**src/vml_pkg.sv**
```systemverilog
package vml_pkg;

   // Limit register value after reset, truncated to the data width at use
   localparam int unsigned MAG_RESET = 32767;

   // Register stages ahead of the square root: absolute value, squares, sum
   localparam int unsigned PRE_STAGES = 3;

   // Register stage between root and divider: compare and scale products
   localparam int unsigned MID_STAGES = 1;

   // Output register stage: sign restore and select
   localparam int unsigned POST_STAGES = 1;

   // Side data of one vector on its way through the divider
   typedef struct packed {
      logic        neg_x;
      logic        neg_y;
   } sign_type;

endpackage

```
**src/vml_div.sv**
```systemverilog
module vml_div
   import vml_pkg::*;
#(
   parameter int unsigned QUO_WIDTH = 16,
   parameter int unsigned TAG_WIDTH = 1
) (
   input  logic                     clock,
   input  logic                     reset,
   input  logic                     in_valid,
   input  logic [2*QUO_WIDTH-1:0]   in_dividend_a,
   input  logic [2*QUO_WIDTH-1:0]   in_dividend_b,
   input  logic [QUO_WIDTH-1:0]     in_divisor,
   input  logic [TAG_WIDTH-1:0]     in_tag,
   output logic                     out_valid,
   output logic [QUO_WIDTH-1:0]     out_quot_a,
   output logic [QUO_WIDTH-1:0]     out_quot_b,
   output logic [TAG_WIDTH-1:0]     out_tag
);

   // Two restoring division lanes sharing one divisor, one quotient bit per stage.
   // The quotient fits QUO_WIDTH bits only when dividend < divisor * 2^QUO_WIDTH;
   // other requests give don't-care quotients.
   logic                 valid_ff [QUO_WIDTH];
   logic [QUO_WIDTH-1:0] dvs_ff   [QUO_WIDTH];
   logic [TAG_WIDTH-1:0] tag_ff   [QUO_WIDTH];
   logic [QUO_WIDTH-1:0] low_ff   [QUO_WIDTH][2];
   logic [QUO_WIDTH-1:0] rem_ff   [QUO_WIDTH][2];
   logic [QUO_WIDTH-1:0] quot_ff  [QUO_WIDTH][2];

   logic [2*QUO_WIDTH-1:0] dividend [2];

   assign dividend[0] = in_dividend_a;
   assign dividend[1] = in_dividend_b;

   genvar k, j;
   for (k = 0; k < QUO_WIDTH; k++) begin : g_step
      logic                 valid_prev;
      logic [QUO_WIDTH-1:0] dvs_prev;
      logic [TAG_WIDTH-1:0] tag_prev;

      if (k == 0) begin : g_first
         assign valid_prev = in_valid;
         assign dvs_prev   = in_divisor;
         assign tag_prev   = in_tag;
      end else begin : g_next
         assign valid_prev = valid_ff[k-1];
         assign dvs_prev   = dvs_ff[k-1];
         assign tag_prev   = tag_ff[k-1];
      end

      // Advance the valid bit
      always_ff @(posedge clock) begin
         if (reset) begin
            valid_ff[k] <= 1'b0;
         end else begin
            valid_ff[k] <= valid_prev;
         end
      end

      always_ff @(posedge clock) begin
         dvs_ff[k] <= dvs_prev;
         tag_ff[k] <= tag_prev;
      end

      for (j = 0; j < 2; j++) begin : g_lane
         logic [QUO_WIDTH-1:0] low_prev;
         logic [QUO_WIDTH-1:0] rem_prev;
         logic [QUO_WIDTH-1:0] quot_prev;
         logic [QUO_WIDTH:0]   rem_cat;
         logic                 fits;
         logic [QUO_WIDTH:0]   rem_diff;
         logic [QUO_WIDTH-1:0] rem_in;
         logic [QUO_WIDTH-1:0] quot_in;

         if (k == 0) begin : g_first
            assign low_prev  = dividend[j][QUO_WIDTH-1:0];
            assign rem_prev  = dividend[j][2*QUO_WIDTH-1:QUO_WIDTH];
            assign quot_prev = '0;
         end else begin : g_next
            assign low_prev  = low_ff[k-1][j];
            assign rem_prev  = rem_ff[k-1][j];
            assign quot_prev = quot_ff[k-1][j];
         end

         // Shift in the next dividend bit and subtract the divisor if it fits
         assign rem_cat  = {rem_prev, low_prev[QUO_WIDTH-1-k]};
         assign fits     = (rem_cat >= {1'b0, dvs_prev});
         assign rem_diff = rem_cat - {1'b0, dvs_prev};
         assign rem_in   = fits ? rem_diff[QUO_WIDTH-1:0] : rem_cat[QUO_WIDTH-1:0];
         assign quot_in  = {quot_prev[QUO_WIDTH-2:0], fits};

         always_ff @(posedge clock) begin
            low_ff[k][j]  <= low_prev;
            rem_ff[k][j]  <= rem_in;
            quot_ff[k][j] <= quot_in;
         end
      end
   end

   assign out_valid  = valid_ff[QUO_WIDTH-1];
   assign out_quot_a = quot_ff[QUO_WIDTH-1][0];
   assign out_quot_b = quot_ff[QUO_WIDTH-1][1];
   assign out_tag    = tag_ff[QUO_WIDTH-1];

endmodule

```
**config.mk**
```make
export PLATFORM = sky130hd
export DESIGN_NAME = vml_div
export DESIGN_NICKNAME = d
export VERILOG_FILES = /design/src/vml_pkg.sv /design/src/vml_div.sv
export SDC_FILE = /design/constraint.sdc
export NUM_CORES = 2
export LEC_CHECK = 0
export BUFFER_PORTS_ARGS = -buffer_cell sky130_fd_sc_hd__buf_2
export CAP_MARGIN = 30
export CELL_PAD_IN_SITES_DETAIL_PLACEMENT = 1
export CELL_PAD_IN_SITES_GLOBAL_PLACEMENT = 1
export CORE_MARGIN = 2
export CORE_UTILIZATION = 45
export DETAILED_ROUTE_END_ITERATION = 6
export PLACE_DENSITY = 0.75
export SYNTH_ARGS = -nofsm -noshare
export SYNTH_HDL_FRONTEND = slang
export SYNTH_SLANG_ARGS = --single-unit
```
**constraint.sdc**
```tcl
create_clock -name clock -period 2.4 [get_ports clock]
set_input_delay 0.12 -clock clock [delete_from_list [all_inputs] [get_ports clock]]
set_output_delay 0.12 -clock clock [all_outputs]
set_load 0.01 [all_outputs]
```
==> flow_metrics.env, run 1 <==
export IMPL_io_pins=118
export IMPL_worstEndpointType="register data pin"
export IMPL_syn_nets=6018
export IMPL_start_util_pct=45.3
export IMPL_syn_inst=5392
export IMPL_postGrtWorstEndpoint="rem_ff[12][5]$_DFF_P_/D"
export IMPL_lastStage="global routing (5_1_grt)"
export IMPL_placedInstanceArea_um2=66100
export IMPL_first_error="[ERROR GRT-0232] Routing congestion too high. Check the congestion heatmap in the GUI."
export IMPL_io_buffers=117
export IMPL_cts_buffers=138
export IMPL_rows=128
export IMPL_place_congestion=0.895
export IMPL_root_buffer="clkbuf_16"
export IMPL_die_y_um=354
export IMPL_synthFlopType="dfxtp_1"
export IMPL_netlist_top_cells_area="dfxtp_1, ha_1, mux2_1"
export IMPL_yosysWarnings=0
export IMPL_synth_area_um2=55200
export IMPL_track_usage_pct=59.6
export IMPL_status="stopped before the end"
export IMPL_synth_cell_type_count=94
export IMPL_cts_htree_levels=4
export IMPL_clk_path_buf_depth=3
export IMPL_ys_async_sr_fraction_pct=0
export IMPL_die_w_um=354
export IMPL_synth_top_area_share_pct=45.9
export IMPL_synth_edf_count=0
export IMPL_clock_sinks=1264
export IMPL_grt_ovfl_total=6
export IMPL_synthesis_area_per_instance_um2=10.2
export IMPL_seq_area_frac_synth_pct=45.9
export IMPL_ys_ff_latch=1264
export IMPL_synth_top_cell_by_area="dfxtp_1"
export IMPL_place_hpwl_mm=135
export IMPL_grt_max_degree=17
## through the flow
step | util (%) | setup WS [ns] | TNS [ns] | hold slack [ns] | instances
floorplan | - | -0.192 | -3.14 | 0.148 | 5392
global placement | 54.3 | -0.400 | -42.52 | 0.222 | 8096
detailed placement | 54.3 | -0.422 | -70.83 | 0.224 | 8096
CTS | 64.6 | -0.197 | -15.68 | 0.0488 | 8669
## Yosys cell counts, types with 104 or more instances
library cell,n
dfxtp_1,1264
o21a_1,123
nand2_1,251
nor2b_1,104
mux2_1,263
inv_1,380
nor2_1,336
a21oi_1,346
a21o_1,111
ha_1,512
o21ai_0,211
xnor2_1,213
## what timing repair did
action / in CTS
endpoints found under the setup margin: 451
gates resized for setup: 1010
pin swaps: 247
gates cloned: 25
hold buffers: 132
hold endpoints to repair: 97
setup buffers: 173
## layer usage
metal,overflow,global-route usage [%]
met1,0,56.3
met3,0,36.2
met4,5,65.5
met2,1,84.2
met5,0,5.28
## cell families after synthesis
kind of cell | count (synthesis) | synth area share, %
adders and majority gates | 542 | 12.7
muxes | 393 | 7.94
and+or+nand+nor | 1146 | 10.2
buffers and inverters | 448 | 3.19
AOI/OAI and AO/OA | 1289 | 15.2
xor gates and xnor gates | 310 | 4.92
DFF | 1264 | 45.9
==> run 2, diff against run 1 <==
--- a/config.mk
+++ b/config.mk
@@ -7,12 +7,10 @@
 export LEC_CHECK = 0
 export BUFFER_PORTS_ARGS = -buffer_cell sky130_fd_sc_hd__buf_2
 export CAP_MARGIN = 30
-export CELL_PAD_IN_SITES_DETAIL_PLACEMENT = 1
-export CELL_PAD_IN_SITES_GLOBAL_PLACEMENT = 1
 export CORE_MARGIN = 2
-export CORE_UTILIZATION = 45
+export CORE_UTILIZATION = 40
 export DETAILED_ROUTE_END_ITERATION = 6
-export PLACE_DENSITY = 0.75
+export PLACE_DENSITY_LB_ADDON = 0.15
 export SYNTH_ARGS = -nofsm -noshare
 export SYNTH_HDL_FRONTEND = slang
 export SYNTH_SLANG_ARGS = --single-unit
==> constraint.sdc (replaced) <==
create_clock -name clock -period 3.12 [get_ports clock]
set_input_delay 0.156 -clock clock [delete_from_list [all_inputs] [get_ports clock]]
set_output_delay 0.156 -clock clock [all_outputs]
set_load 0.01 [all_outputs]
==> flow_metrics.env, run 2 <==
export IMPL_reg2reg_to="rem_ff[5][18]$_DFF_P_"
export IMPL_cts_buffers=141
export IMPL_setup_violations=0
export IMPL_ir_drop_v=0.000654
export IMPL_ff2ff_path_depth=10
export IMPL_synthFlopType="dfxtp_1"
export IMPL_synth_top_cell_by_area="dfxtp_1"
export IMPL_stdcell_count=7752
export IMPL_path_max_fanout=10
export IMPL_largest_reg_flops=480
export IMPL_netlist_top_cells_area="dfxtp_1, ha_1, mux2_1"
export IMPL_final_common_cell="dfxtp_1"
export IMPL_dr_wl_met3_mm=5.38
export IMPL_maxCapViolations=0
export IMPL_tightest_slew_ns=0.748
export IMPL_fmax_mhz=339
export IMPL_status="finished, final reports clean"
export IMPL_cts_tree="yes"
export IMPL_clk_path_buf_depth=3
export IMPL_postRouteAntennaNets=0
export IMPL_grt_ovfl_total=0
export IMPL_yosysWarnings=0
export IMPL_place_hpwl_mm=114
export IMPL_start_kind="primary input"
export IMPL_rsz0062_at_grt="no"
export IMPL_cts_setup_buffers=0
export IMPL_grt_pass1_vias=39100
export IMPL_post_drt_wl_per_cell_um=18.6
export IMPL_wl_met1_mm=68.5
export IMPL_crit_path_start="in_divisor[6]"
export IMPL_fin_crit_sh_pct=94.5
export IMPL_slew_violations=0
export IMPL_critPathTopFamily="buffers and inverters"
export IMPL_cts_htree_levels=4
export IMPL_die_area_um2=141000
export IMPL_timing_rr_start="dvs_ff[0][65]$_DFF_P_"
export IMPL_fin_setup_tns_ns=0
export IMPL_synth_cell_type_count=94
export IMPL_io_buffers=117
export IMPL_rows=136
export IMPL_finalPower_w=0.0776
export IMPL_final_nets=6463
export IMPL_grt_max_degree=28
export IMPL_drt_initial_drc_count=2222
export IMPL_syn_inst=5392
export IMPL_vias_per_cell=5.10
export IMPL_cp_slowest_stage_delay_ns=0.56
export IMPL_p_per_area_nw_per_um2=1190
export IMPL_slew_headroom_pct=50.1
export IMPL_required_ns=3.78
export IMPL_final_util_pct=47.4
export IMPL_critPathCaptureType="flop"
export IMPL_hold_violations=0
export IMPL_place_congestion=0.882
export IMPL_crit_top_cell="dlygate4sd3_1"
export IMPL_synth_commonest_cells="dfxtp_1, ha_1, inv_1, a21oi_1, nor2_1"
export IMPL_clock_sinks=1264
export IMPL_path_buf_inv=5
export IMPL_ys_ff_latch=1264
export IMPL_worstPathCellList="dlygate4sd3_1 -> buf_2 -> inv_1 -> ha_1 -> a21o_1 -> a31oi_1 -> nand2_1 -> o22ai_1 -> o21ai_1 -> a41o_1 -> buf_12 -> mux2_1 -> dlygate4sd3_1"
export IMPL_synth_top_area_share_pct=45.9
export IMPL_layout_common_cells="dfxtp_1, ha_1, inv_1, a21oi_1, nor2_1"
export IMPL_min_period_ns=2.95
export IMPL_root_buffer="clkbuf_16"
export IMPL_fin_skew_ns=0.0463
export IMPL_io_pins=118
export IMPL_syn_nets=6018
export IMPL_clk_pin_slew_worst_paths_ns=0.06
export IMPL_firstDrtPassIters=5
export IMPL_holdCritPathClass="primary input to flop"
export IMPL_routed_wl_met2_mm=66.5
export IMPL_top_register="rem_ff"
export IMPL_crit_type="primary input to flop"
export IMPL_wl_mm=144
export IMPL_endpoint="rem_ff[0][19]$_DFF_P_"
export IMPL_die_w_um=375
export IMPL_track_usage_pct=20.2
export IMPL_reg_top3="rem_ff (480), quot_ff (272)"
export IMPL_ys_async_sr_fraction_pct=0
export IMPL_area_delta_synth_final_pct=17.9
export IMPL_crit_slowest_cell="dlygate4sd3_1"
export IMPL_antenna_found_initial=3
export IMPL_post_place_cells=7346
export IMPL_p_leak_nw=28.8
export IMPL_whs_ns=0.118
export IMPL_seq_area_frac_synth_pct=45.9
export IMPL_via_count=39600
export IMPL_synthesis_area_per_instance_um2=10.2
export IMPL_critical_path_arrival_ns=3.61
export IMPL_start_util_pct=40.2
export IMPL_synth_edf_count=0
export IMPL_drcViolationCount=0
export IMPL_reg2reg_slack_ns=0.17
export IMPL_insertion_delay_ns=0.78
export IMPL_fillers=12900
export IMPL_dr_max_layer_used="met4"
export IMPL_drive_gt1_share_pct=10.2
export IMPL_synth_area_um2=55200
export IMPL_die_y_um=375
export IMPL_synth_most_common_cell="dfxtp_1"
export IMPL_grt_pass1_wl_mm=223
export IMPL_cp_depth=13
export IMPL_design_core_area_um2=137000
-- run 2: cell counts after synthesis --
Identical to the previous run, type by type.
-- run 2: logic make-up after synthesis --
kind of cell / after synthesis / share of synthesized area, %
and+or+nand+nor: 1146 / 10.2
adders and majority gates: 542 / 12.7
AOI/OAI and AO/OA: 1289 / 15.2
buffers and inverters: 448 / 3.19
DFF: 1264 / 45.9
xor gates and xnor gates: 310 / 4.92
muxes: 393 / 7.94
-- run 2: metal layers --
layer | vias to the layer above | track usage (%)
met1 | 18500 | 27.1
met4 | 0 | 6.08
met3 | 206 | 2.80
met5 | - | 0
li1 | 20100 | -
met2 | 745 | 33.7
-- run 2: through the flow --
| step | worst slack (ns) | cell area, um2 |
|---|---|---|
| after floorplan | 0.426 | 55200 |
| after global placement | 0.154 | 58700 |
| after detailed placement | 0.133 | 58700 |
| after CTS | 0.0964 | 65000 |
| after global routing | 0.00262 | 65100 |
| final | 0.170 | 65100 |
-- run 2: area by class of cell --
type                       instances  area, um2  area share, %
inverter                         389       1460           2.25
multi-input combinational       3680      28200           43.3
clock buffer                     186       3930           6.04
tap                             1794       2240           3.45
sequential                      1264      25300           38.9
timing repair buffer             361       2940           4.52
clock inverter                    75       1020           1.57
antenna                            3       7.51         0.0115
-- run 2: where the power goes --
group / switching [W] / total, W / internal [W]
Combinational: 0.0191 / 0.0355 / 0.0165
Sequential: 0.00342 / 0.0250 / 0.0216
Clock: 0.00709 / 0.0171 / 0.0100
-- run 2: timing repair --
| action | in CTS | in global routing |
|---|---|---|
| endpoints found under the setup margin | 0 | 47 |
| resized for setup | 0 | 9 |
| hold endpoints to repair | 97 | 0 |
| hold buffers | 142 | 0 |
-- run 2: worst min-delay path by stage --
stage,start,endpoint,cells past startpoint,slack [ns]
2_1_floorplan,in_divisor[0],dvs_ff[0][0]$_DFF_P_,0,0.18
3_3_place_gp,in_dividend_a[7],low_ff[0][23]$_DFF_P_,1,0.26
3_5_place_dp,in_dividend_a[13],low_ff[0][29]$_DFF_P_,1,0.26
4_1_cts,in_divisor[1],dvs_ff[0][1]$_DFF_P_,2,0.05
5_1_grt,in_divisor[1],dvs_ff[0][1]$_DFF_P_,2,0.10
6_report,in_divisor[1],dvs_ff[0][1]$_DFF_P_,2,0.12
Power figures use the tool's default switching activity.
