`config.mk`:
```
export PLATFORM = sky130hd
export DESIGN_NAME = vml_isqrt
export DESIGN_NICKNAME = d
export VERILOG_FILES = /design/src/vml_pkg.sv /design/src/vml_isqrt.sv
export SDC_FILE = /design/constraint.sdc
export NUM_CORES = 1
export LEC_CHECK = 0
export BUFFER_PORTS_ARGS = -buffer_cell sky130_fd_sc_hd__buf_2
export CORE_MARGIN = 1
export CORE_UTILIZATION = 54
export DETAILED_ROUTE_END_ITERATION = 16
export PLACE_DENSITY_LB_ADDON = 0.15
export SYNTH_ARGS = -nofsm -noshare
export SYNTH_HDL_FRONTEND = slang
export SYNTH_SLANG_ARGS = --single-unit
```
`constraint.sdc`:
```
create_clock -name clock -period 4.4 [get_ports clock]
set_input_delay 0.66 -clock clock [delete_from_list [all_inputs] [get_ports clock]]
set_output_delay 0.66 -clock clock [all_outputs]
set_load 0.01 [all_outputs]
```
`src/vml_pkg.sv`:
```
package vml_pkg;

   // Limit register value after reset, truncated to the data width at use
   localparam int unsigned MAG_RESET = 32767;

   // Register stages ahead of the square root: absolute value, squares, sum
   localparam int unsigned PRE_STAGES = 3;

   // Register stage between root and divider: compare and scale products
   localparam int unsigned MID_STAGES = 1;

   // Output register stage: sign restore and select
   localparam int unsigned POST_STAGES = 1;

   // Side data of one vector on its way through the divider
   typedef struct packed {
      logic        neg_x;
      logic        neg_y;
   } sign_type;

endpackage

```
`src/vml_isqrt.sv`:
```
module vml_isqrt
   import vml_pkg::*;
#(
   parameter int unsigned RES_WIDTH = 16,
   parameter int unsigned TAG_WIDTH = 1
) (
   input  logic                     clock,
   input  logic                     reset,
   input  logic                     in_valid,
   input  logic [2*RES_WIDTH-1:0]   in_radicand,
   input  logic [TAG_WIDTH-1:0]     in_tag,
   output logic                     out_valid,
   output logic [RES_WIDTH-1:0]     out_root,
   output logic [TAG_WIDTH-1:0]     out_tag
);

   localparam int unsigned RAD_W = 2 * RES_WIDTH;
   localparam int unsigned REM_W = RES_WIDTH + 2;

   // One root bit per stage, most significant first
   logic                 valid_ff [RES_WIDTH];
   logic [RAD_W-1:0]     rad_ff   [RES_WIDTH];
   logic [REM_W-1:0]     rem_ff   [RES_WIDTH];
   logic [RES_WIDTH-1:0] root_ff  [RES_WIDTH];
   logic [TAG_WIDTH-1:0] tag_ff   [RES_WIDTH];

   genvar k;
   for (k = 0; k < RES_WIDTH; k++) begin : g_step
      logic                 valid_prev;
      logic [RAD_W-1:0]     rad_prev;
      logic [REM_W-1:0]     rem_prev;
      logic [RES_WIDTH-1:0] root_prev;
      logic [TAG_WIDTH-1:0] tag_prev;
      logic [REM_W-1:0]     rem_cat;
      logic [REM_W-1:0]     trial;
      logic                 fits;
      logic [REM_W-1:0]     rem_in;
      logic [RES_WIDTH-1:0] root_in;

      if (k == 0) begin : g_first
         assign valid_prev = in_valid;
         assign rad_prev   = in_radicand;
         assign rem_prev   = '0;
         assign root_prev  = '0;
         assign tag_prev   = in_tag;
      end else begin : g_next
         assign valid_prev = valid_ff[k-1];
         assign rad_prev   = rad_ff[k-1];
         assign rem_prev   = rem_ff[k-1];
         assign root_prev  = root_ff[k-1];
         assign tag_prev   = tag_ff[k-1];
      end

      // Bring down the next two radicand bits and try root*4+1
      assign rem_cat = {rem_prev[RES_WIDTH-1:0], rad_prev[RAD_W-1-2*k -: 2]};
      assign trial   = {root_prev, 2'b01};
      assign fits    = (rem_cat >= trial);
      assign rem_in  = fits ? (rem_cat - trial) : rem_cat;
      assign root_in = {root_prev[RES_WIDTH-2:0], fits};

      // Advance the valid bit
      always_ff @(posedge clock) begin
         if (reset) begin
            valid_ff[k] <= 1'b0;
         end else begin
            valid_ff[k] <= valid_prev;
         end
      end

      // Advance the payload
      always_ff @(posedge clock) begin
         rad_ff[k]  <= rad_prev;
         rem_ff[k]  <= rem_in;
         root_ff[k] <= root_in;
         tag_ff[k]  <= tag_prev;
      end
   end

   assign out_valid = valid_ff[RES_WIDTH-1];
   assign out_root  = root_ff[RES_WIDTH-1];
   assign out_tag   = tag_ff[RES_WIDTH-1];

endmodule

```
# After elaboration in Yosys (flattened, before gate mapping)
# Memories as Yosys holds them, arrays and structs flattened.
# Cells that the tools add are included.
# word_totals
mem_bits_rw,1088
inputBits,36
out_inout_bits,18
word_cells,88
n_memories,5
register_bits,0
# classes
n_lt_le_gt_ge,16
bitwise_logic,16
add_sub_neg,16
n_mux,35
# mem_list
name,depth,width,read_ports,rd_clocked_by_memory_dff,write_ports,line_no,rtl
rad_ff,16,32,15,0,16,vml_isqrt.sv:22,logic [RAD_W-1:0] rad_ff [RES_WIDTH];
rem_ff,16,18,15,0,16,vml_isqrt.sv:23,logic [REM_W-1:0] rem_ff [RES_WIDTH];
root_ff,16,16,16,0,16,vml_isqrt.sv:24,logic [RES_WIDTH-1:0] root_ff [RES_WIDTH];
tag_ff,16,1,16,0,16,vml_isqrt.sv:25,logic [TAG_WIDTH-1:0] tag_ff [RES_WIDTH];
valid_ff,16,1,16,0,16,vml_isqrt.sv:21,logic valid_ff [RES_WIDTH];
# ops
op,count
18-bit 2-to-1 mux,16
18-bit greater-or-equal comparator,15
18-bit subtractor,15
1-bit 2-to-1 mux,19
1-bit bitwise OR,16
2-bit by 1-bit subtractor with 3-bit output (second input constant),1
2-bit by 1-bit greater-or-equal comparator with 1-bit output (second input constant),1

# Longest topological paths before layout
# Gate-level depths: netlist of the first run.
# depth
ltp_word,3
ltp_mapped,11

# Worst setup path before layout of the first run
# No wires, ideal clock.
# synth_timing
kind,register to register
start,memory root_ff[12][2] (netlist: root_ff[1][66])
end,memory rem_ff[1][101] (netlist bit)
t_required_ps,4279
arrival_time_ps,2166
path_stages_with_launch,10
setup_ps,121
path_slack_ps,2113
path_cell_list,dfxtp_1 -> inv_1 -> ha_1 -> buf_2 -> nand4_1 -> o41ai_2 -> nor3b_1 -> a21oi_4 -> buf_4 -> mux2_2
# synth_rtl
element,line_no
"start, declared",vml_isqrt.sv:24
"end, declared",vml_isqrt.sv:23

==> reports/results.ini, run 1 <==
[outcome]
status=finished clean

[setup_path]
startpoint=root_ff[1][25]
criticalPathCategory=reg -> reg
cp_max_fo=14
crit_arrival_ns=3.57
ff2ff_setup_slack_ns=1.30
critPathLaunchType=register
rr_worst_depth=10
r2r_end=rem_ff[1][44]
end_kind=register
r2r_start=root_ff[1][25]
critPathCapture=rem_ff[1][44]
crit_required_ns=4.87

[logic_synthesis]
yosys_warnings=0
synthFlopType=dfxtp_1
synth_edf_count=0
ys_ff_latch=632
syn_area_um2=22200
ys_seq_area_frac=0.570
async_flop_share=0
syn_area_per_cell_um2=10.8
synth_cell_type_count=84
syn-num-nets=2240
synthCells=2052

[routing]
viasPerCell=5.07
first_pass_iters=6
post_drt_wl_per_cell_um=14.0
num_vias=13800
drt_iter0_drc=786
drc=0
final_antenna_net_count=0
totalWireLength_mm=38.1

[timing]
grt_setup_unrepaired=false
layout_setup_ws_ns=1.30
setup-violations-final=0
finalHoldViolations=0
clock.fmax_ghz=0.322
worst_pin_slew_ns=0.843
slew_headroom=0.438
skew_ns=0.0532
maxSlewViolCount=0
final.setup.tns_ns=0
finalCritPeriodShare=0.705
fin_crit_ns=3.10

[clock_tree]
htree_levels=2
cts_buffers=59
clk_path_buf_depth=3
cts_tree=yes
postCtsResizedCells=0
ctsHoldBuffers=0
cts_sinks=632
clk_pin_slew_ns=0.06
cts-root-buf=clkbuf_16
cts_setup_buffers=0
clk_latency_ns=0.63

[global_routing]
grt_pass1_wl_mm=63.8
use_met2=0.312
grtUsageTotal=0.187
grt_pass1_vias=13600
grt_antenna_before_repair=0
globalRouteOverflowTotal=0
met3_usage=0.0353
grt_max_degree=27
busiest_layer=met2
use_met1=0.238

[placed_design]
io_buffer_count=53
place_worst_setup_slack_ns=1.26
routabilityCongestion=0.881
post-dp-hpwl_mm=28.1

[floorplan]
design.portCount=54
start_util=0.553
core_um2=40100
die_area_um2=41900
rows=73
die_y_um=205
chipWidth_um=205

[finish]
drive_gt1_frac=0.102
diodes=0
fin_nets=2334
syn_to_final_growth_pct=13.1

[power_and_ir_drop]
max-vdd-ir-drop_uv=428
pwr_density_cell_nw_per_um2=642
leakage_nw=11.9

[job]
maxCapViolations=0

[worst_hold_path]
min_path_type=in -> reg
hold_path_depth=1

-- metrics by stage --
step / util / hold WS (ns) / total power (W) / instances / cell area (um^2)
after floorplan: - / 0.310 / 0.0101 / 2052 / 22200
after global placement: 0.574 / 0.310 / 0.0109 / 2610 / 23000
after detailed placement: 0.574 / 0.312 / 0.0110 / 2610 / 23000
after CTS: 0.626 / 0.0862 / 0.0163 / 2722 / 25100
after global routing: 0.626 / 0.0891 / 0.0170 / 2722 / 25100
final: 0.626 / 0.126 / 0.0161 / 2722 / 25100
-- cell usage in the layout, fill, tap and decap left out, types with 8 or more instances in the layout --
master,instances
a21o_1,31
a21oi_1,109
a31oi_1,9
and2_1,11
and3_1,9
buf_2,53
clkbuf_1,16
clkbuf_16,59
clkbuf_8,12
clkinv_2,12
dfxtp_1,632
ha_1,152
inv_1,178
mux2_2,37
nand2_1,92
nand2b_1,31
nand3_1,34
nand4_1,17
nor2_1,131
nor2b_1,37
nor3_1,50
nor4_1,10
o211ai_1,10
o21a_1,30
o21ai_0,75
o21ai_1,10
o21bai_1,11
o31ai_1,16
or2_2,10
or3_1,14
or4_1,8
xnor2_1,103
xor2_1,59
-- cells in the mapped netlist, types with 34 or more instances --
cell type	instances	area [um^2]
nand2_1	92	345
inv_1	178	668
nand3_1	34	170
nor3_1	50	250
nor2_1	131	492
mux2_2	37	417
nor2b_1	37	231
xnor2_1	103	902
a21oi_1	109	546
o21ai_0	75	375
ha_1	152	1900
dfxtp_1	632	12700
xor2_1	59	517
-- worst min path at each step --
stage / endpoint / slack [ns] / startpoint
floorplan: rad_ff[0][100] / 0.31 / rad_ff[0][68]
global placement: rad_ff[0][48] / 0.31 / rad_ff[0][16]
detailed placement: rad_ff[0][178] / 0.31 / rad_ff[0][146]
CTS: rad_ff[0][19] / 0.09 / in_radicand[19]
global route: rad_ff[0][16] / 0.09 / in_radicand[16]
finish: rad_ff[0][22] / 0.13 / in_radicand[22]
-- layer usage --
layer	part of all wire	wire length, um
met2	0.46	17500
met4	0.030	1150
met3	0.041	1540
met1	0.47	17800
met5	0	0
-- layout make-up --
type | instances | area [um^2]
Clock buffer | 87 | 1700
Clock inverter | 25 | 374
Inverter | 181 | 679
Fill cell | 3256 | 15000
Timing Repair Buffer | 56 | 288
Tap cell | 525 | 657
Multi-Input combinational cell | 1216 | 8730
Sequential cell | 632 | 12700
-- state kept, by name, summed over array words and instances, names as in the netlist --
name,cells
tag_ff,16
valid_ff,16
root_ff,136
rem_ff,224
rad_ff,240
-- cell families (layout without fill, tap and decap cells) --
family / count (synthesis) / count (layout) / synth area share
flops: 632 / 632 / 0.570
simple gates: 498 / 498 / 0.117
compound gates: 358 / 358 / 0.104
buf+inv: 204 / 349 / 0.0363
xor+xnor: 162 / 162 / 0.0640
fa+ha+maj: 152 / 152 / 0.0857
mux: 45 / 45 / 0.0226
other cells: 1 / 1 / 0.000169
-- critical path, stage by stage, from the launching register on --
cell and delay (ns):
dfxtp_1 0.36, inv_1 0.05, ha_1 0.20, or3_1 0.32
or2_0 0.26, nor4_1 0.44, o31a_1 0.36, o31a_1 0.50
inv_2 0.23, nand3_1 0.14, nand2_1 0.07
-- report_power, final --
group | internal (W) | leakage [nW] | switching, W | total (W)
logic | 0.00166 | 5.59 | 0.00178 | 0.00343
registers | 0.00678 | 5.29 | 0.000640 | 0.00742
clock network | 0.00311 | 1.02 | 0.00213 | 0.00524
total | 0.0116 | 11.9 | 0.00454 | 0.0161
Power figures use the tool's default switching activity.
==> run 2, diff against run 1 <==
- clock period: 4.4 -> 2.55 ns (I/O delays scaled with it)
==> run 2 against run 1 <==
Sequential share of layout area fell by 2.0 points. First-iteration DRC count fell by 12%. Fmax rose by 26%. Via count rose by 2.0%. Cell area rose by 4.2%. Critical path depth did not move. Wire length rose by 1.3%. Largest cell class unchanged.
==> reports/results.ini, run 2 (same netlist as run 1, synthesis figures left out) <==
[timing]
skew_ns=0.0312
clock.fmax_ghz=0.405
worst_pin_slew_ns=0.491
fin_crit_ns=2.47
finalCritPeriodShare=0.967
finalHoldViolations=0
slew_headroom=0.670
grt_setup_unrepaired=true
maxSlewViolCount=0
setup-violations-final=0

[global_routing]
grt_pass1_vias=13800
grt_pass1_wl_mm=64.1
globalRouteOverflowTotal=0
grt_max_degree=27
grtUsageTotal=0.187
grt_antenna_before_repair=0

[clock_tree]
clk_latency_ns=0.63
cts_tree=yes
clk_pin_slew_ns=0.06
cts_buffers=59
cts_sinks=632
clk_path_buf_depth=3
htree_levels=2
cts-root-buf=clkbuf_16

[finish]
syn_to_final_growth_pct=17.8
design_area_um2=26100
final_cell_mix=dfxtp_1 (631), inv_1 (177), ha_1 (148), nor2_1 (130), a21oi_1 (106)
drive_gt1_frac=0.135
fin_nets=2427
diodes=0
top_regs=rad_ff: 240 flops, rem_ff: 224 flops, root_ff: 136 flops
largest_reg_flops=240
layout_commonest_cell=dfxtp_1
utilization=0.652
multi_input_area_um2=8910
seq_area_um2=12700
fill_cells=3137
largest_register=rad_ff

[job]
maxCapViolations=0

[setup_path]
crit_required_ns=3.04
end_kind=register
crit_arrival_ns=2.96
cp_max_fo=7
ff2ff_setup_slack_ns=0.08
critPathCapture=rem_ff[1][49]
rr_worst_depth=10
r2r_start=root_ff[1][25]
startpoint=root_ff[1][25]
critPathLaunchType=register
criticalPathCategory=reg -> reg
r2r_end=rem_ff[1][49]

[worst_hold_path]
min_path_type=in -> reg

[placed_design]
routabilityCongestion=0.884
placedInstanceArea_um2=23400
io_buffer_count=53
post-dp-hpwl_mm=28.1

[power_and_ir_drop]
leakage_nw=12.4
max-vdd-ir-drop_uv=794
pwr_density_cell_nw_per_um2=1090

[floorplan]
core_um2=40100
design.portCount=54
die_area_um2=41900
die_y_um=205
start_util=0.553
chipWidth_um=205
rows=73

[routing]
drt_iter0_drc=690
final_antenna_net_count=0
viasPerCell=5.00
drc=0
post_drt_wl_per_cell_um=13.7
first_pass_iters=5
totalWireLength_mm=38.5
num_vias=14100

[outcome]
status=finished clean

## run 2: power breakdown
group | internal [W] | leakage (nW) | switching (W)
Combinational | 0.00324 | 6.04 | 0.00317
Clock | 0.00549 | 1.04 | 0.00365
Sequential | 0.0117 | 5.29 | 0.00114
Total | 0.0204 | 12.4 | 0.00797
## run 2: worst min path at each step
| stage | cells past startpoint | end | start | slack [ns] |
|---|---|---|---|---|
| 6_report | 2 | valid_ff[1][1] | reset | 0.13 |
| 5_1_grt | 2 | valid_ff[1][1] | reset | 0.10 |
| 4_1_cts | 2 | valid_ff[0][5] | reset | 0.08 |
| 3_5_place_dp | 0 | rad_ff[0][108] | rad_ff[0][76] | 0.31 |
| 3_3_place_gp | 0 | rad_ff[0][208] | rad_ff[0][176] | 0.31 |
| 2_1_floorplan | 0 | rad_ff[0][100] | rad_ff[0][68] | 0.31 |
## run 2: worst max-delay path, cell delays in order (launching register included)
cell      delay, ns
dfxtp_2        0.34
inv_2          0.04
ha_4           0.15
or3_4          0.33
or2_4          0.27
nor4_4         0.27
o31a_1         0.20
o31a_1         0.36
clkinv_4       0.15
o211ai_1       0.13
xnor2_1        0.10
## run 2: cell type report
class | count | area share
sequential | 632 | 0.484
multi-input combinational | 1216 | 0.341
clock buffer | 86 | 0.0669
timing repair buffer | 148 | 0.0424
inverter | 181 | 0.0262
tap | 525 | 0.0251
clock inverter | 24 | 0.0141
timing repair inverter | 1 | 0.000191
## run 2: timing repair
action / 4_1_cts / 5_1_grt
setup buffers: 1 / 11
setup endpoints to repair: 15 / 72
pin swaps: 1 / 11
hold buffers: 35 / 0
gates cloned: 0 / 1
resized for setup: 2 / 38
endpoints found under the hold margin: 35 / 0
## run 2: stage by stage
step | total power (W) | hold WS, ns | instances | setup TNS, ns | setup slack [ns]
2_1_floorplan | 0.0175 | 0.310 | 2052 | 0 | 0.263
3_3_place_gp | 0.0190 | 0.310 | 2656 | 0 | 0.0630
3_5_place_dp | 0.0191 | 0.312 | 2656 | -0.0195 | -0.0107
4_1_cts | 0.0285 | 0.0786 | 2802 | 0 | 0.0190
5_1_grt | 0.0301 | 0.105 | 2813 | -0.0924 | -0.0366
6_report | 0.0284 | 0.125 | 2813 | 0 | 0.0836
## run 2: routing by layer
layer | part of all wire | global-route usage
met5 | 0 | 0
met4 | 0.024 | 0.0600
met3 | 0.042 | 0.0387
met2 | 0.46 | 0.316
met1 | 0.47 | 0.238
==> run 3, diff against run 2 <==
--- a/config.mk
+++ b/config.mk
@@ -8,4 +8,6 @@
 export BUFFER_PORTS_ARGS = -buffer_cell sky130_fd_sc_hd__buf_2
+export CELL_PAD_IN_SITES_DETAIL_PLACEMENT = 0
+export CELL_PAD_IN_SITES_GLOBAL_PLACEMENT = 1
 export CORE_MARGIN = 1
-export CORE_UTILIZATION = 54
+export CORE_UTILIZATION = 45
 export DETAILED_ROUTE_END_ITERATION = 16
==> constraint.sdc (replaced) <==
create_clock -name clock -period 2.55 [get_ports clock]
set_input_delay 0.255 -clock clock [delete_from_list [all_inputs] [get_ports clock]]
set_output_delay 0.255 -clock clock [all_outputs]
set_load 0.01 [all_outputs]
==> run 3 against run 2 <==
Power up 1.4%. Wire length rose by 3.3%. Largest power group unchanged. Non-clock buffer count rose by 8. Via count increased by 0.73%. Largest cell class unchanged. Register-to-register slack better by 0.05 ns.
==> reports/results.ini, run 3 (same netlist as run 1, synthesis figures left out) <==
[outcome]
status=finished clean

[routing]
post_drt_wl_per_cell_um=13.5
first_pass_iters=5
final_antenna_net_count=0
drc=0
totalWireLength_mm=39.8
drt_iter0_drc=749
num_vias=14200
viasPerCell=4.79

[setup_path]
crit_chain=inv_1 -> ha_1 -> nor2b_1 -> o21a_1 -> o21ai_2 -> a311oi_2 -> nor4b_2 -> buf_4 -> inv_2 -> mux2_1
crit_slowest_cell=mux2_1
crit_arrival_ns=2.87
end_kind=register
critPathLaunchType=register
crit_required_ns=3.01
criticalPathCategory=reg -> reg
cp_max_fo=9
max_stage_delay_ns=0.35
r2r_start=root_ff[0][96]
startpoint=root_ff[0][96]

[global_routing]
grt_pass1_vias=13900
grt_antenna_before_repair=1
grt_max_degree=27
globalRouteOverflowTotal=0
grt_pass1_wl_mm=66.4
grtUsageTotal=0.163

[floorplan]
chipWidth_um=224
rows=80
core_um2=48100
start_util=0.461
die_area_um2=50200
die_y_um=224
design.portCount=54

[placed_design]
dp_cells=2798
routabilityCongestion=0.844
io_buffer_count=53
post-dp-hpwl_mm=29.9
placedInstanceArea_um2=23600

[timing]
slew_headroom=0.670
fin_crit_ns=2.41
finalCritPeriodShare=0.947
skew_ns=0.0220
clock.fmax_ghz=0.414
maxSlewViolCount=0
finalHoldViolations=0
worst_pin_slew_ns=0.490
setup-violations-final=0
timing.hold.ws_ns=0.296

[job]
maxCapViolations=0

[finish]
top_regs=rad_ff: 240 flops, rem_ff: 224 flops, root_ff: 136 flops
fin_nets=2442
largest_reg_flops=240
instances_no_fill=2959
diodes=0
fill_cells=4182
design_area_um2=26400
layout_commonest_cell=dfxtp_1
drive_gt1_frac=0.135
largest_register=rad_ff
final_cell_mix=dfxtp_1 (631), inv_1 (178), ha_1 (150), nor2_1 (131), a21oi_1 (106)
syn_to_final_growth_pct=19.1

[clock_tree]
clk_pin_slew_ns=0.06
cts_sinks=632
cts_buffers=67
cts_tree=yes
htree_levels=3
clk_latency_ns=0.59
cts-root-buf=clkbuf_16
clk_path_buf_depth=3

[power_and_ir_drop]
leakage_nw=12.5
pwr_density_cell_nw_per_um2=1090
max-vdd-ir-drop_uv=700

[worst_hold_path]
worstHoldStart=in_radicand[8]
min_path_type=in -> reg

## run 3: cell types whose count changed in the layout (fill, tap and decap cells not counted), moves of 3 or more
cell / previous run / this run
buf_12: 3 / 6
bufinv_16: 7 / 3
clkbuf_1: 10 / 13
clkbuf_16: 59 / 68
clkbuf_8: 17 / 11
clkinv_2: 12 / 8
clkinv_4: 1 / 4
inv_16: 1 / 4
## run 3: cell type report
| cell class | count | area (um^2) | share of cell area |
|---|---|---|---|
| Clock buffer | 92 | 1900 | 0.0720 |
| Clock inverter | 26 | 309 | 0.0117 |
| Inverter | 181 | 682 | 0.0258 |
| Multi-Input combinational cell | 1216 | 8840 | 0.335 |
| Sequential cell | 632 | 12700 | 0.479 |
| Tap cell | 656 | 821 | 0.0311 |
| Timing Repair Buffer | 156 | 1210 | 0.0459 |
## run 3: what timing repair did
action | 4_1_cts | 5_1_grt
buffers inserted | 2 | 4
setup endpoints to repair | 15 | 62
hold endpoints to repair | 50 | 0
hold buffers | 37 | 0
cloned | 0 | 0
pin swaps | 0 | 5
gates resized for setup | 1 | 27
## run 3: stage by stage
stage                     setup TNS (ns)  utilization  setup WS (ns)  total power [W]
final                                  0        0.549          0.136           0.0288
after global routing             -0.0196        0.549       -0.00960           0.0306
after CTS                              0        0.545       0.000201           0.0290
after detailed placement          -0.884        0.491         -0.163           0.0193
after global placement             -1.69        0.491         -0.214           0.0193
after floorplan                        0            -          0.263           0.0175
## run 3: worst max-delay path: cells and delay by family (launching register included)
kind / cells / cell delay [ns]
muxes: 1 / 0.35
DFF: 1 / 0.33
and+or+nand+nor: 2 / 0.44
buffers and inverters: 3 / 0.34
AOI/OAI and AO/OA: 3 / 0.52
adders and majority gates: 1 / 0.33
## run 3: where the power goes
group / switching (W) / leakage, nW / internal [W]
Clock: 0.00386 / 1.08 / 0.00561
Sequential: 0.00113 / 5.29 / 0.0117
Combinational: 0.00321 / 6.08 / 0.00327
## run 3: routing by layer
metal | GRT usage | part of all wire
met4 | 0.0603 | 0.028
met2 | 0.270 | 0.46
met5 | 0 | 0
met1 | 0.208 | 0.47
met3 | 0.0344 | 0.038
## run 3: worst paths after layout
check / endpoint / slack, ns / depth (start not counted)
max: rem_ff[0][134] / 0.14 / 10
min: rad_ff[0][8] / 0.30 / 2
max reg2reg: rem_ff[0][134] / 0.14 / 10
min reg2reg: rad_ff[0][143] / 0.31 / 0
